<file path="src/rtl/core/rau_pkg.sv">
`default_nettype none

package rau_pkg;

	localparam int OPERAND_BITS = 16;
	localparam int DEN_IN_BITS  = OPERAND_BITS - 1;
	localparam int PROD_BITS    = 2 * OPERAND_BITS;
	localparam int SUM_BITS     = PROD_BITS + 1;
	localparam int MAG_BITS     = PROD_BITS;
	localparam int SHIFT_BITS   = $clog2(MAG_BITS);
	localparam int CNT_BITS     = $clog2(MAG_BITS + 1);

	localparam int NUM_OUT_BITS = 33;
	localparam int DEN_OUT_BITS = 31;
	localparam int NUM_WIDE_BITS = (MAG_BITS + 1 > NUM_OUT_BITS) ? MAG_BITS + 1 : NUM_OUT_BITS;
	localparam int DEN_WIDE_BITS = (MAG_BITS > DEN_OUT_BITS) ? MAG_BITS : DEN_OUT_BITS;

	localparam int ACTION_BITS = 3;
	localparam int FLAG_BITS   = 3;

	localparam int LHS_NUM_LO = 0;
	localparam int LHS_DEN_LO = LHS_NUM_LO + OPERAND_BITS;
	localparam int RHS_NUM_LO = LHS_DEN_LO + DEN_IN_BITS;
	localparam int RHS_DEN_LO = RHS_NUM_LO + OPERAND_BITS;
	localparam int IN_FIELD_BITS = RHS_DEN_LO + DEN_IN_BITS;
	localparam int S_TDATA_BITS = ((IN_FIELD_BITS + 7) / 8) * 8;

	localparam int OUT_FIELD_BITS = NUM_OUT_BITS + DEN_OUT_BITS;
	localparam int M_TDATA_BITS = ((OUT_FIELD_BITS + 7) / 8) * 8;

	typedef enum logic [ACTION_BITS-1:0] {
		ACT_ADD = 3'd0,
		ACT_SUB = 3'd1,
		ACT_MUL = 3'd2,
		ACT_DIV = 3'd3,
		ACT_CMP = 3'd4
	} action_t;

	typedef logic [MAG_BITS-1:0] mag_t;

endpackage

`default_nettype wire

</file>
<file path="src/rtl/core/rau_gcd.sv">
`default_nettype none

// binary gcd, both operands nonzero
module rau_gcd (
	input  wire                   clk,
	input  wire                   arst_n,
	input  wire                   start,
	input  wire rau_pkg::mag_t    a,
	input  wire rau_pkg::mag_t    b,
	output logic                  done,
	output rau_pkg::mag_t         g
);

	typedef enum logic [1:0] {
		G_IDLE,
		G_STRIP,
		G_REDUCE
	} gstate_t;

	gstate_t                           state_q;
	rau_pkg::mag_t                     a_q;
	rau_pkg::mag_t                     b_q;
	logic [rau_pkg::SHIFT_BITS-1:0]    k_q;
	logic                              done_q;
	rau_pkg::mag_t                     g_q;

	logic                              a_gt;
	rau_pkg::mag_t                     diff;

	assign a_gt = a_q > b_q;
	assign diff = a_gt ? (a_q - b_q) : (b_q - a_q);

	always_ff @(posedge clk or negedge arst_n) begin
		if (!arst_n) begin
			state_q <= G_IDLE;
			done_q  <= 1'b0;
		end else begin
			done_q <= 1'b0;
			unique case (state_q)
				G_IDLE: begin
					if (start) begin
						a_q     <= a;
						b_q     <= b;
						k_q     <= '0;
						state_q <= G_STRIP;
					end
				end
				G_STRIP: begin
					if (!a_q[0] && !b_q[0]) begin
						a_q <= a_q >> 1;
						b_q <= b_q >> 1;
						k_q <= k_q + 1'b1;
					end else begin
						state_q <= G_REDUCE;
					end
				end
				G_REDUCE: begin
					if (a_q == b_q) begin
						g_q     <= a_q << k_q;
						done_q  <= 1'b1;
						state_q <= G_IDLE;
					end else if (!a_q[0]) begin
						a_q <= a_q >> 1;
					end else if (!b_q[0]) begin
						b_q <= b_q >> 1;
					end else if (a_gt) begin
						a_q <= diff >> 1;
					end else begin
						b_q <= diff >> 1;
					end
				end
				default: state_q <= G_IDLE;
			endcase
		end
	end

	assign done = done_q;
	assign g    = g_q;

endmodule

`default_nettype wire

</file>
<file path="src/rtl/core/rau_div.sv">
`default_nettype none

// restoring divider, one quotient bit per cycle
module rau_div (
	input  wire                   clk,
	input  wire                   arst_n,
	input  wire                   start,
	input  wire rau_pkg::mag_t    dividend,
	input  wire rau_pkg::mag_t    divisor,
	output logic                  done,
	output rau_pkg::mag_t         quotient
);

	typedef enum logic {
		D_IDLE,
		D_RUN
	} dstate_t;

	dstate_t                         state_q;
	rau_pkg::mag_t                   rem_q;
	rau_pkg::mag_t                   quo_q;
	rau_pkg::mag_t                   dvs_q;
	logic [rau_pkg::CNT_BITS-1:0]    cnt_q;
	logic                            done_q;

	logic [rau_pkg::MAG_BITS:0]      shifted;
	logic [rau_pkg::MAG_BITS:0]      trial;

	assign shifted = {rem_q, quo_q[rau_pkg::MAG_BITS-1]};
	assign trial   = shifted - {1'b0, dvs_q};

	always_ff @(posedge clk or negedge arst_n) begin
		if (!arst_n) begin
			state_q <= D_IDLE;
			done_q  <= 1'b0;
		end else begin
			done_q <= 1'b0;
			unique case (state_q)
				D_IDLE: begin
					if (start) begin
						rem_q   <= '0;
						quo_q   <= dividend;
						dvs_q   <= divisor;
						cnt_q   <= rau_pkg::CNT_BITS'(rau_pkg::MAG_BITS);
						state_q <= D_RUN;
					end
				end
				D_RUN: begin
					if (!trial[rau_pkg::MAG_BITS]) begin
						rem_q <= trial[rau_pkg::MAG_BITS-1:0];
					end else begin
						rem_q <= shifted[rau_pkg::MAG_BITS-1:0];
					end
					quo_q <= {quo_q[rau_pkg::MAG_BITS-2:0], ~trial[rau_pkg::MAG_BITS]};
					cnt_q <= cnt_q - 1'b1;
					if (cnt_q == rau_pkg::CNT_BITS'(1)) begin
						done_q  <= 1'b1;
						state_q <= D_IDLE;
					end
				end
				default: state_q <= D_IDLE;
			endcase
		end
	end

	assign done     = done_q;
	assign quotient = quo_q;

endmodule

`default_nettype wire

</file>
<file path="src/rtl/core/rational_arithmetic_unit.sv">
`default_nettype none

// channel   dir  tdata (low bit up)                          tuser
// s_axis    in   lhs_num, lhs_den, rhs_num, rhs_den, pad     action
// m_axis    out  res_num, res_den                            is_less, is_equal, div_by_zero
//
// An item runs from transfer to transfer through these states: a divide by zero or an
// unused action goes straight to FIN, compare ends after MUL0, MUL1, MUL2 and FORM, a
// zero result after SIGN, and otherwise the item passes MUL0 to MUL2, the setup states
// FORM and SIGN, a binary gcd of one step per cycle and two restoring divisions.
// s_axis_tready is high only while the sequencer is idle; a finished result waits in
// the output register, and m_axis_tready low stalls the sequencer only when a second
// result is ready. Reset clears control state.
module rational_arithmetic_unit (
	input  wire                                 clk,
	input  wire                                 arst_n,
	input  wire                                 s_axis_tvalid,
	output logic                                s_axis_tready,
	input  wire [rau_pkg::S_TDATA_BITS-1:0]     s_axis_tdata,  // lhs_num, lhs_den, rhs_num, rhs_den
	input  wire [rau_pkg::ACTION_BITS-1:0]      s_axis_tuser,  // action
	output logic                                m_axis_tvalid,
	input  wire                                 m_axis_tready,
	output logic [rau_pkg::M_TDATA_BITS-1:0]    m_axis_tdata,  // res_num, res_den
	output logic [rau_pkg::FLAG_BITS-1:0]       m_axis_tuser   // is_less, is_equal, div_by_zero
);

	localparam int OB = rau_pkg::OPERAND_BITS;
	localparam int DB = rau_pkg::DEN_IN_BITS;
	localparam int PB = rau_pkg::PROD_BITS;
	localparam int SB = rau_pkg::SUM_BITS;
	localparam int MB = rau_pkg::MAG_BITS;
	localparam int NO = rau_pkg::NUM_OUT_BITS;
	localparam int DO = rau_pkg::DEN_OUT_BITS;
	localparam int NW = rau_pkg::NUM_WIDE_BITS;
	localparam int DW = rau_pkg::DEN_WIDE_BITS;

	typedef enum logic [3:0] {
		ST_IDLE,
		ST_MUL0,
		ST_MUL1,
		ST_MUL2,
		ST_FORM,
		ST_SIGN,
		ST_GCD,
		ST_DIVN,
		ST_DIVD,
		ST_FIN
	} state_t;

	state_t                    state_q;
	rau_pkg::action_t          act_q;
	logic signed [OB-1:0]      an_q, ad_q, bn_q, bd_q;
	logic signed [PB-1:0]      x_q, y_q, d_q;
	logic signed [SB-1:0]      n_q;
	logic signed [PB-1:0]      dn_q;
	rau_pkg::mag_t             nmag_q, dmag_q, g_q, qn_q;
	logic                      neg_q;
	logic [NO-1:0]             rn_q;
	logic [DO-1:0]             rd_q;
	logic                      lt_q, eq_q, dz_q;

	logic                      out_valid_q;
	logic [NO-1:0]             out_num_q;
	logic [DO-1:0]             out_den_q;
	logic                      out_lt_q, out_eq_q, out_dz_q;

	logic signed [OB-1:0]      in_an, in_ad, in_bn, in_bd;
	logic [DB-1:0]             lhs_den_f, rhs_den_f;
	logic signed [OB-1:0]      mul_a, mul_b;
	logic signed [PB-1:0]      mul_p;
	logic signed [SB-1:0]      n_abs;
	logic signed [PB-1:0]      d_abs;
	logic                      gcd_start, gcd_done;
	rau_pkg::mag_t             gcd_g;
	logic                      div_start, div_done;
	rau_pkg::mag_t             div_dividend, div_divisor, div_q;
	logic signed [NW-1:0]      num_wide;
	logic [DW-1:0]             den_wide;
	logic                      out_free;

	assign lhs_den_f = s_axis_tdata[rau_pkg::LHS_DEN_LO +: DB];
	assign rhs_den_f = s_axis_tdata[rau_pkg::RHS_DEN_LO +: DB];
	assign in_an = s_axis_tdata[rau_pkg::LHS_NUM_LO +: OB];
	assign in_bn = s_axis_tdata[rau_pkg::RHS_NUM_LO +: OB];
	assign in_ad = (lhs_den_f == '0) ? OB'(1) : {1'b0, lhs_den_f};
	assign in_bd = (rhs_den_f == '0) ? OB'(1) : {1'b0, rhs_den_f};

	always_comb begin
		mul_a = ad_q;
		mul_b = bd_q;
		case (state_q)
			ST_MUL0: begin
				mul_a = an_q;
				mul_b = (act_q == rau_pkg::ACT_MUL) ? bn_q : bd_q;
			end
			ST_MUL1: begin
				mul_a = ad_q;
				mul_b = bn_q;
			end
			default: begin
				mul_a = ad_q;
				mul_b = bd_q;
			end
		endcase
	end

	assign mul_p = PB'(mul_a) * PB'(mul_b);

	assign n_abs = n_q[SB-1] ? -n_q : n_q;
	assign d_abs = dn_q[PB-1] ? -dn_q : dn_q;

	assign gcd_start = (state_q == ST_SIGN) && (n_q != '0);

	assign div_start    = ((state_q == ST_GCD) && gcd_done) ||
	                      ((state_q == ST_DIVN) && div_done);
	assign div_dividend = (state_q == ST_GCD) ? nmag_q : dmag_q;
	assign div_divisor  = (state_q == ST_GCD) ? gcd_g : g_q;

	assign num_wide = neg_q ? -NW'(qn_q) : NW'(qn_q);
	assign den_wide = DW'(div_q);

	assign out_free = !out_valid_q || m_axis_tready;

	rau_gcd u_gcd (
		.clk    (clk),
		.arst_n (arst_n),
		.start  (gcd_start),
		.a      (n_abs[MB-1:0]),
		.b      (d_abs[MB-1:0]),
		.done   (gcd_done),
		.g      (gcd_g)
	);

	rau_div u_div (
		.clk      (clk),
		.arst_n   (arst_n),
		.start    (div_start),
		.dividend (div_dividend),
		.divisor  (div_divisor),
		.done     (div_done),
		.quotient (div_q)
	);

	always_ff @(posedge clk or negedge arst_n) begin
		if (!arst_n) begin
			state_q     <= ST_IDLE;
			out_valid_q <= 1'b0;
		end else begin
			if (out_valid_q && m_axis_tready && (state_q != ST_FIN)) begin
				out_valid_q <= 1'b0;
			end
			unique case (state_q)
				ST_IDLE: begin
					if (s_axis_tvalid) begin
						act_q <= rau_pkg::action_t'(s_axis_tuser);
						an_q  <= in_an;
						ad_q  <= in_ad;
						bn_q  <= in_bn;
						bd_q  <= in_bd;
						rn_q  <= '0;
						rd_q  <= DO'(1);
						lt_q  <= 1'b0;
						eq_q  <= 1'b0;
						dz_q  <= 1'b0;
						unique case (s_axis_tuser) inside
							rau_pkg::ACT_ADD, rau_pkg::ACT_SUB, rau_pkg::ACT_MUL,
							rau_pkg::ACT_CMP: begin
								state_q <= ST_MUL0;
							end
							rau_pkg::ACT_DIV: begin
								if (in_bn == '0) begin
									dz_q    <= 1'b1;
									state_q <= ST_FIN;
								end else begin
									state_q <= ST_MUL0;
								end
							end
							default: state_q <= ST_FIN;
						endcase
					end
				end
				ST_MUL0: begin
					x_q     <= mul_p;
					state_q <= ST_MUL1;
				end
				ST_MUL1: begin
					y_q     <= mul_p;
					state_q <= ST_MUL2;
				end
				ST_MUL2: begin
					d_q     <= mul_p;
					state_q <= ST_FORM;
				end
				ST_FORM: begin
					dn_q    <= (act_q == rau_pkg::ACT_DIV) ? y_q : d_q;
					state_q <= ST_SIGN;
					case (act_q)
						rau_pkg::ACT_ADD: n_q <= SB'(x_q) + SB'(y_q);
						rau_pkg::ACT_SUB: n_q <= SB'(x_q) - SB'(y_q);
						rau_pkg::ACT_CMP: begin
							n_q     <= SB'(x_q);
							lt_q    <= x_q < y_q;
							eq_q    <= x_q == y_q;
							state_q <= ST_FIN;
						end
						default: n_q <= SB'(x_q);
					endcase
				end
				ST_SIGN: begin
					nmag_q <= n_abs[MB-1:0];
					dmag_q <= d_abs[MB-1:0];
					neg_q  <= n_q[SB-1] ^ dn_q[PB-1];
					if (n_q == '0) begin
						state_q <= ST_FIN;
					end else begin
						state_q <= ST_GCD;
					end
				end
				ST_GCD: begin
					if (gcd_done) begin
						g_q     <= gcd_g;
						state_q <= ST_DIVN;
					end
				end
				ST_DIVN: begin
					if (div_done) begin
						qn_q    <= div_q;
						state_q <= ST_DIVD;
					end
				end
				ST_DIVD: begin
					if (div_done) begin
						rn_q    <= num_wide[NO-1:0];
						rd_q    <= den_wide[DO-1:0];
						state_q <= ST_FIN;
					end
				end
				ST_FIN: begin
					if (out_free) begin
						out_valid_q <= 1'b1;
						out_num_q   <= rn_q;
						out_den_q   <= rd_q;
						out_lt_q    <= lt_q;
						out_eq_q    <= eq_q;
						out_dz_q    <= dz_q;
						state_q     <= ST_IDLE;
					end
				end
				default: state_q <= ST_IDLE;
			endcase
		end
	end

	assign s_axis_tready = (state_q == ST_IDLE);
	assign m_axis_tvalid = out_valid_q;
	assign m_axis_tdata  = rau_pkg::M_TDATA_BITS'({out_den_q, out_num_q});
	assign m_axis_tuser  = {out_dz_q, out_eq_q, out_lt_q};

endmodule

`default_nettype wire
</file>
<file path="config.mk">
export PLATFORM = sky130hd
export DESIGN_NAME = rational_arithmetic_unit
export DESIGN_NICKNAME = d
export VERILOG_FILES = /design/src/rtl/core/rau_pkg.sv /design/src/rtl/core/rau_gcd.sv /design/src/rtl/core/rau_div.sv /design/src/rtl/core/rational_arithmetic_unit.sv
export SDC_FILE = /design/constraint.sdc
export NUM_CORES = 2
export LEC_CHECK = 0
export BUFFER_PORTS_ARGS = -buffer_cell sky130_fd_sc_hd__buf_2
export CAP_MARGIN = 30
export CORE_MARGIN = 4
export CORE_UTILIZATION = 24
export CTS_CLUSTER_DIAMETER = 50
export DETAILED_ROUTE_END_ITERATION = 7
export PLACE_DENSITY_LB_ADDON = 0.1
export SLEW_MARGIN = 20
export SYNTH_ARGS = -nofsm -noshare
export SYNTH_HDL_FRONTEND = slang
export SYNTH_SLANG_ARGS = --single-unit
</file>
<file path="constraint.sdc">
create_clock -name clk -period 9.3 [get_ports clk]
set_clock_uncertainty 0.2 [all_clocks]
set_input_delay 0.465 -clock clk [delete_from_list [all_inputs] [get_ports clk]]
set_output_delay 0.465 -clock clk [all_outputs]
set_load 0.02 [all_outputs]
</file>
Word-level counts from Yosys, hierarchy flattened. Cells that the tools add are included. W data, S select, Z words.

Register bits after elaboration: 704. Word-level logic and storage cells: 216. Output and inout bits: 69. Input port bits: 71.

Multiply operators: 1. Bitwise gates (word level): 3. Reductions and logical operators: 46. $add $sub $neg: 10. Multiplexer cells: 71. Shift operators: 1. Equal/unequal tests: 39. $lt $le $gt $ge: 2.

Operator list (count): $mux W32 (21); $pmux W32 S3 (2); $pmux W33 S2 (2); $pmux W32 S2 (2); $mux W33 (3); $eq A32 B32 Y1 (2); $neg A32 Y32 (2); $sub A32 B32 Y32 (2); $mux W31 (2); $pmux W31 S2 (1); $pmux W4 S10 (1); $add A32 B32 Y33 (1); $logic_not A33 Y1 (1); $neg A32 Y33 (1); $reduce_bool A33 Y1 (1); $sub A32 B32 Y33 (1); $sub A33 B32 Y33 (1); $gt A32 B32 Y1 (1); $lt A32 B32 Y1 (1); $mul A16 B16 Y32 (1); $mux W16 (2); $mux W4 (8); $pmux W16 S2 (1); $shl A32 B5 Y32 (1); 44 further kinds (112).

Longest topological paths before layout.
Depth after elaboration: 7. Mapped depth: 31. Depth with buffers taken out: 28.

Modules after synthesis. A second synthesis with hierarchy kept.

Cells, all modules: 4628. Area, all modules: 48860.6 um^2.

By module, submodules not included: rational_arithmetic_unit (seq. area each 14809.2 um^2, instances 1, area each 32682.6 um^2, cells each 2863); rau_gcd (seq. area each 3108.0 um^2, instances 1, area each 10054.6 um^2, cells each 1203); rau_div (seq. area each 3113.0 um^2, instances 1, area each 6123.4 um^2, cells each 562).

Worst setup path before layout. No wires, ideal clock.

Kind: flip-flop to flip-flop. Start point: register state_q[2]. End point: register d_q[31], data pin. Buffers on the path: 3. Library setup time: 0.269 ns. Data arrival time: 7.677 ns. Required time: 8.831 ns. Slack: 1.155 ns. Period minus slack after synthesis: 8.145 ns. Cell stages (with the launch flop): 28. Cells stage by stage: dfrtp_1 > clkbuf_1 > nor3_1 > clkbuf_1 > buf_1 > mux2i_1 > nor2_1 > fa_1 > inv_1 > fa_1 > fa_1 > inv_1 > fa_1 > fa_1 > inv_1 > fa_1 > inv_1 > ha_1 > a21o_1 > a21o_1 > a21oi_1 > a311o_1 > a21boi_0 > a311oi_1 > nand2_1 > a211o_1 > a21oi_1 > xnor2_1.

Cells in the longest elaborated chain, start to end: 3. Elaborated cells between the ends (all ways): 5. Classes of those cells: 1 x mul; 2 x eq/ne; 2 x mux.

Ends and longest elaborated chain: start: declaration (RTL line rational_arithmetic_unit.sv:50) `state_t state_q;`; start signal: assignment (RTL line rational_arithmetic_unit.sv:146) `state_q <= ST_IDLE;`; start signal: assignment (RTL line rational_arithmetic_unit.sv:168) `state_q <= ST_MUL0;`; start signal: assignment (RTL line rational_arithmetic_unit.sv:173) `state_q <= ST_FIN;`; $eq A4 B2 Y1 / $eq A4 B1 Y1 (equally long branches) (RTL line rational_arithmetic_unit.sv:91) `case (state_q)`; $pmux W16 S2 / $mux W16 (equally long branches) (RTL line rational_arithmetic_unit.sv:91); $mul A16 B16 Y32 * (RTL line rational_arithmetic_unit.sv:107) `assign mul_p = PB'(mul_a) * PB'(mul_b);`; net mul_p[31] (RTL line rational_arithmetic_unit.sv:70) `logic signed [PB-1:0] mul_p;`; end signal: assignment (RTL line rational_arithmetic_unit.sv:191) `d_q <= mul_p;`; end: declaration (RTL line rational_arithmetic_unit.sv:53) `logic signed [PB-1:0] x_q, y_q, d_q;`.

Mark *: on every way through the listed nets, which the timed path passes. The rest lies on a longest branch. A chain may end at the register's enable or synchronous reset.

Worst setup path after layout.
Start point: register state_q[1]. End point: register y_q[31], data pin.

Cells in the longest elaborated chain, start to end: 3. Elaborated cells between the ends (all ways): 5. Classes of those cells: 1 x mul; 2 x eq/ne; 2 x mux.

Ends and longest elaborated chain: $eq A4 B2 Y1 / $eq A4 B1 Y1 (equally long branches) (RTL line rational_arithmetic_unit.sv:91); $pmux W16 S2 / $mux W16 (equally long branches) (RTL line rational_arithmetic_unit.sv:91); $mul A16 B16 Y32 * (RTL line rational_arithmetic_unit.sv:107); net mul_p[31] (RTL line rational_arithmetic_unit.sv:70); end signal: assignment (RTL line rational_arithmetic_unit.sv:187) `y_q <= mul_p;`; end: declaration (RTL line rational_arithmetic_unit.sv:53).

Marked as above.

==> results by group <==
Timing
  – Final Hold Fails: 0
  – Slew HR: between 30% and 40%
  – Worst-Margin Slew: around 0.99 ns
  – Final slew viol count: 0
  – Fmax: about 120 MHz
  – Period minus WS final: between 8 and 9 ns
  – Unrepaired setup endpoints after global routing: no
  – Final critical-path share of the clock period: approximately 92%
  – Final setup violation count: 0
  – Final hold slack: just over 0.07 ns
  – TNS Setup: 0 ns

Power and ir drop
  – Peak supply drop: around 0.15 mV
  – Reg power frac: approximately 45%
  – Clock network power share: ~55%
  – Power density over cell area: 135.1 nW/um2
  – Switching power share of the total: approximately 22%
  – Total power: approximately 7.6 mW
  – Gate power share: less than 1%
  – Internal power: between 5 and 6 mW
  – P_sw: 1.693 mW
  – Leakage: about 23 nW

Synth
  – Seq cells post-synth: approximately 700
  – Top cells by area, synth: edfxtp_1, fa_1, ha_1
  – Dominant cell type by area after synthesis: edfxtp_1
  – Cell variety after synth: 84
  – Post-synth EDFFs: between 600 and 700
  – Synthesized area: between 40000 and 50000 um2
  – Area share of the largest cell type after synthesis: 43.21%
  – Avg Cell Area, Syn: approximately 11 um2
  – Syn Inst Count: 4570
  – Main synth FF type: edfxtp_1
  – Async SR Flop Fraction: 1.425%
  – Yosys warning count: 0
  – Syn nets: 5161
  – Register area share after synthesis: approximately 44%

Job
  – MaxCap Viol Count: 0

Run status
  – Status: complete, no violations

Clock network
  – # resized after CTS: 0
  – CTS buffer count: between 100 and 150
  – Clock Latency Late Sink: 0.75 ns
  – Post-CTS Setup Repair Bufs: 0
  – Clock sink count: roughly 700
  – TritonCTS clock tree: done
  – H-tree depth: 3
  – Clock Path Buffers: 3
  – Clk Tree Root Cell: clkbuf_16
  – Reg clk slew, reported paths: ~0.06 ns

Floorplan
  – Die Wd: ~460 um
  – I/O pins: 140
  – Die ar.: about 210000 um2
  – FP Rows: about 160
  – Die H: roughly 460 um
  – Initial Utilization: 24.11%
  – Core ar.: 199500 um2

Detailed routing
  – Initial DRC Count: approximately 2000
  – Wirelength per Cell: 19.88 um
  – Pre-antenna DRT Iters: 5
  – Vias per std cell: between 4 and 5
  – ANT nets after route: 0
  – DRC: 0
  – Total Routed Length: around 150000 um
  – Via Count: about 34000

Final layout
  – Area growth syn-to-layout: 17.59%
  – Nets: 5336
  – Share of cells above drive strength 1: 11.24%

Critical path
  – Critical path type: flip-flop to flip-flop
  – CP required: around 9.5 ns
  – Max Fanout on Critical Path: 23
  – CP most frequent cell: fa_1
  – CP max stage delay: slightly above 0.5 ns
  – Slowest cell on crit path: fa_1
  – Crit start category: flip-flop
  – Critical Path End Type: flip-flop
  – Worst path arrival time: roughly 8.8 ns

Placed design
  – HPWL Detailed: ~120000 um
  – GP Congestion: ~0.8
  – IO buf count: roughly 140

Global route
  – Global-route wire length before repair: 227300 um
  – GRT Overall Usage: about 14%
  – GRT overflow: 0
  – Initial antenna violation count: 6
  – Largest net degree at the start of global routing: around 70
  – Vias in the first global route: 35146

Min path
  – Hold Crit Class: primary input to async pin
[state kept, by name, summed over array words and instances (netlist names), 32 cells and up]
signal	flops
qn_q	32
rn_q	33
u_div.dvs_q	32
u_gcd.b_q	32
nmag_q	32
x_q	32
dn_q	32
y_q	32
u_gcd.a_q	32
d_q	32
dmag_q	32
u_div.quotient	32
u_gcd.g	32
g_q	32
n_q	33
u_div.rem_q	32
out_num_q	33
[per-layer routing]
| layer | global-route usage [%] | part of all wire, % |
|---|---|---|
| met5 | 0 | 0.019 |
| met4 | 4.991 | 3.7 |
| met3 | 2.166 | 3.4 |
| met2 | 23.46 | 47 |
| met1 | 18.90 | 46 |
[Yosys cell counts, drive strengths merged (75+ instances only)]
cell / count
a21oi: 231
nand2: 434
a21o: 83
clkbuf: 209
nand3: 75
nor2: 376
fa: 267
o21ai: 281
ha: 253
xnor2: 155
mux2i: 104
inv: 497
edfxtp: 692
[what timing repair did]
item / CTS / global route
hold buffers: 68 / 0
setup endpoints to repair: 0 / 0
endpoints found under the hold margin: 81 / 0
[logic make-up (layout without fill, tap and decap cells)]
group / Yosys count / in the layout / synth area share, %
flip-flops: 702 / 702 / 43.73
adder cells (fa/ha/maj): 520 / 520 / 17.70
AND/OR/NAND/NOR: 1262 / 1262 / 12.10
multiplexers: 176 / 176 / 4.132
XOR/XNOR: 227 / 227 / 4.134
AO/OA/AOI/OAI: 949 / 949 / 12.43
other: 0 / 3 / 0
buffers and inverters: 734 / 1003 / 5.774
[power by group through the flow]
stage | logic [mW] | clock network [mW] | registers, mW
finish | 0.0469 | 4.16 | 3.43
global route | 0.0523 | 4.45 | 3.43
CTS | 0.0470 | 4.31 | 3.43
detailed placement | 0.0252 | 0 | 3.49
global placement | 0.0249 | 0 | 3.49
floorplan | 0.00608 | 0 | 3.49
[area by class of cell]
cell class / count / area (um2)
Multi-Input combinational cell: 3134 / 24420
Inverter: 500 / 1877
Clock buffer: 123 / 2780
Fill cell: 20890 / 142900
Clock inverter: 82 / 960.9
Sequential cell: 702 / 21030
Timing Repair Buffer: 298 / 2141
Tap cell: 2656 / 3323
Antenna cell: 3 / 7.507
[metrics by stage]
stage / utilization [%] / setup slack (ns) / area [um2] / std cells
CTS: 28.33 / 0.7404 / 56510 / 7494
floorplan: - / 1.155 / 48090 / 4570
detailed placement: 26.12 / 0.7913 / 52090 / 7221
finish: 28.35 / 0.7309 / 56550 / 7498
global route: 28.35 / 0.2253 / 56540 / 7497
global placement: 26.09 / 0.7747 / 52040 / 7216
[placed cells by master, fill, tap and decap left out, types with 71 or more instances in the layout]
master | synthesis | layout
a21o_1 | 83 | 83
a21oi_1 | 231 | 230
buf_2 | 2 | 139
buf_4 | 5 | 83
clkbuf_16 | 0 | 109
edfxtp_1 | 692 | 692
fa_1 | 267 | 267
ha_1 | 253 | 252
inv_1 | 496 | 496
mux2i_1 | 104 | 103
nand2_1 | 434 | 434
nand3_1 | 75 | 75
nor2_1 | 376 | 370
o21ai_0 | 279 | 279
xnor2_1 | 155 | 155
xor2_1 | 72 | 71
[worst max-delay path: cells and delay by family (launching register included)]
kind / cells / cell delay, ns
simple gates: 4 / 0.65
xor+xnor: 1 / 0.14
fa+ha+maj: 7 / 3.27
buf+inv: 8 / 1.00
compound gates: 9 / 2.31
flops: 1 / 0.35
mux: 1 / 0.26
[path summary, 6_finish.rpt]
| kind | start | endpoint | slack [ns] | cells after the start |
|---|---|---|---|---|
| min reg2reg | rd_q[18] | out_den_q[18] | 0.21 | 0 |
| min in group clk | rd_q[18] | out_den_q[18] | 0.21 | 0 |
| max reg2reg | state_q[1] | y_q[31] | 0.73 | 30 |
| min | arst_n | u_div.done | 0.07 | 2 |
| max in group asynchronous | arst_n | u_div.state_q | 8.38 | 2 |
| max | state_q[1] | y_q[31] | 0.73 | 30 |
No activity file was read; power rests on OpenSTA's default activity.
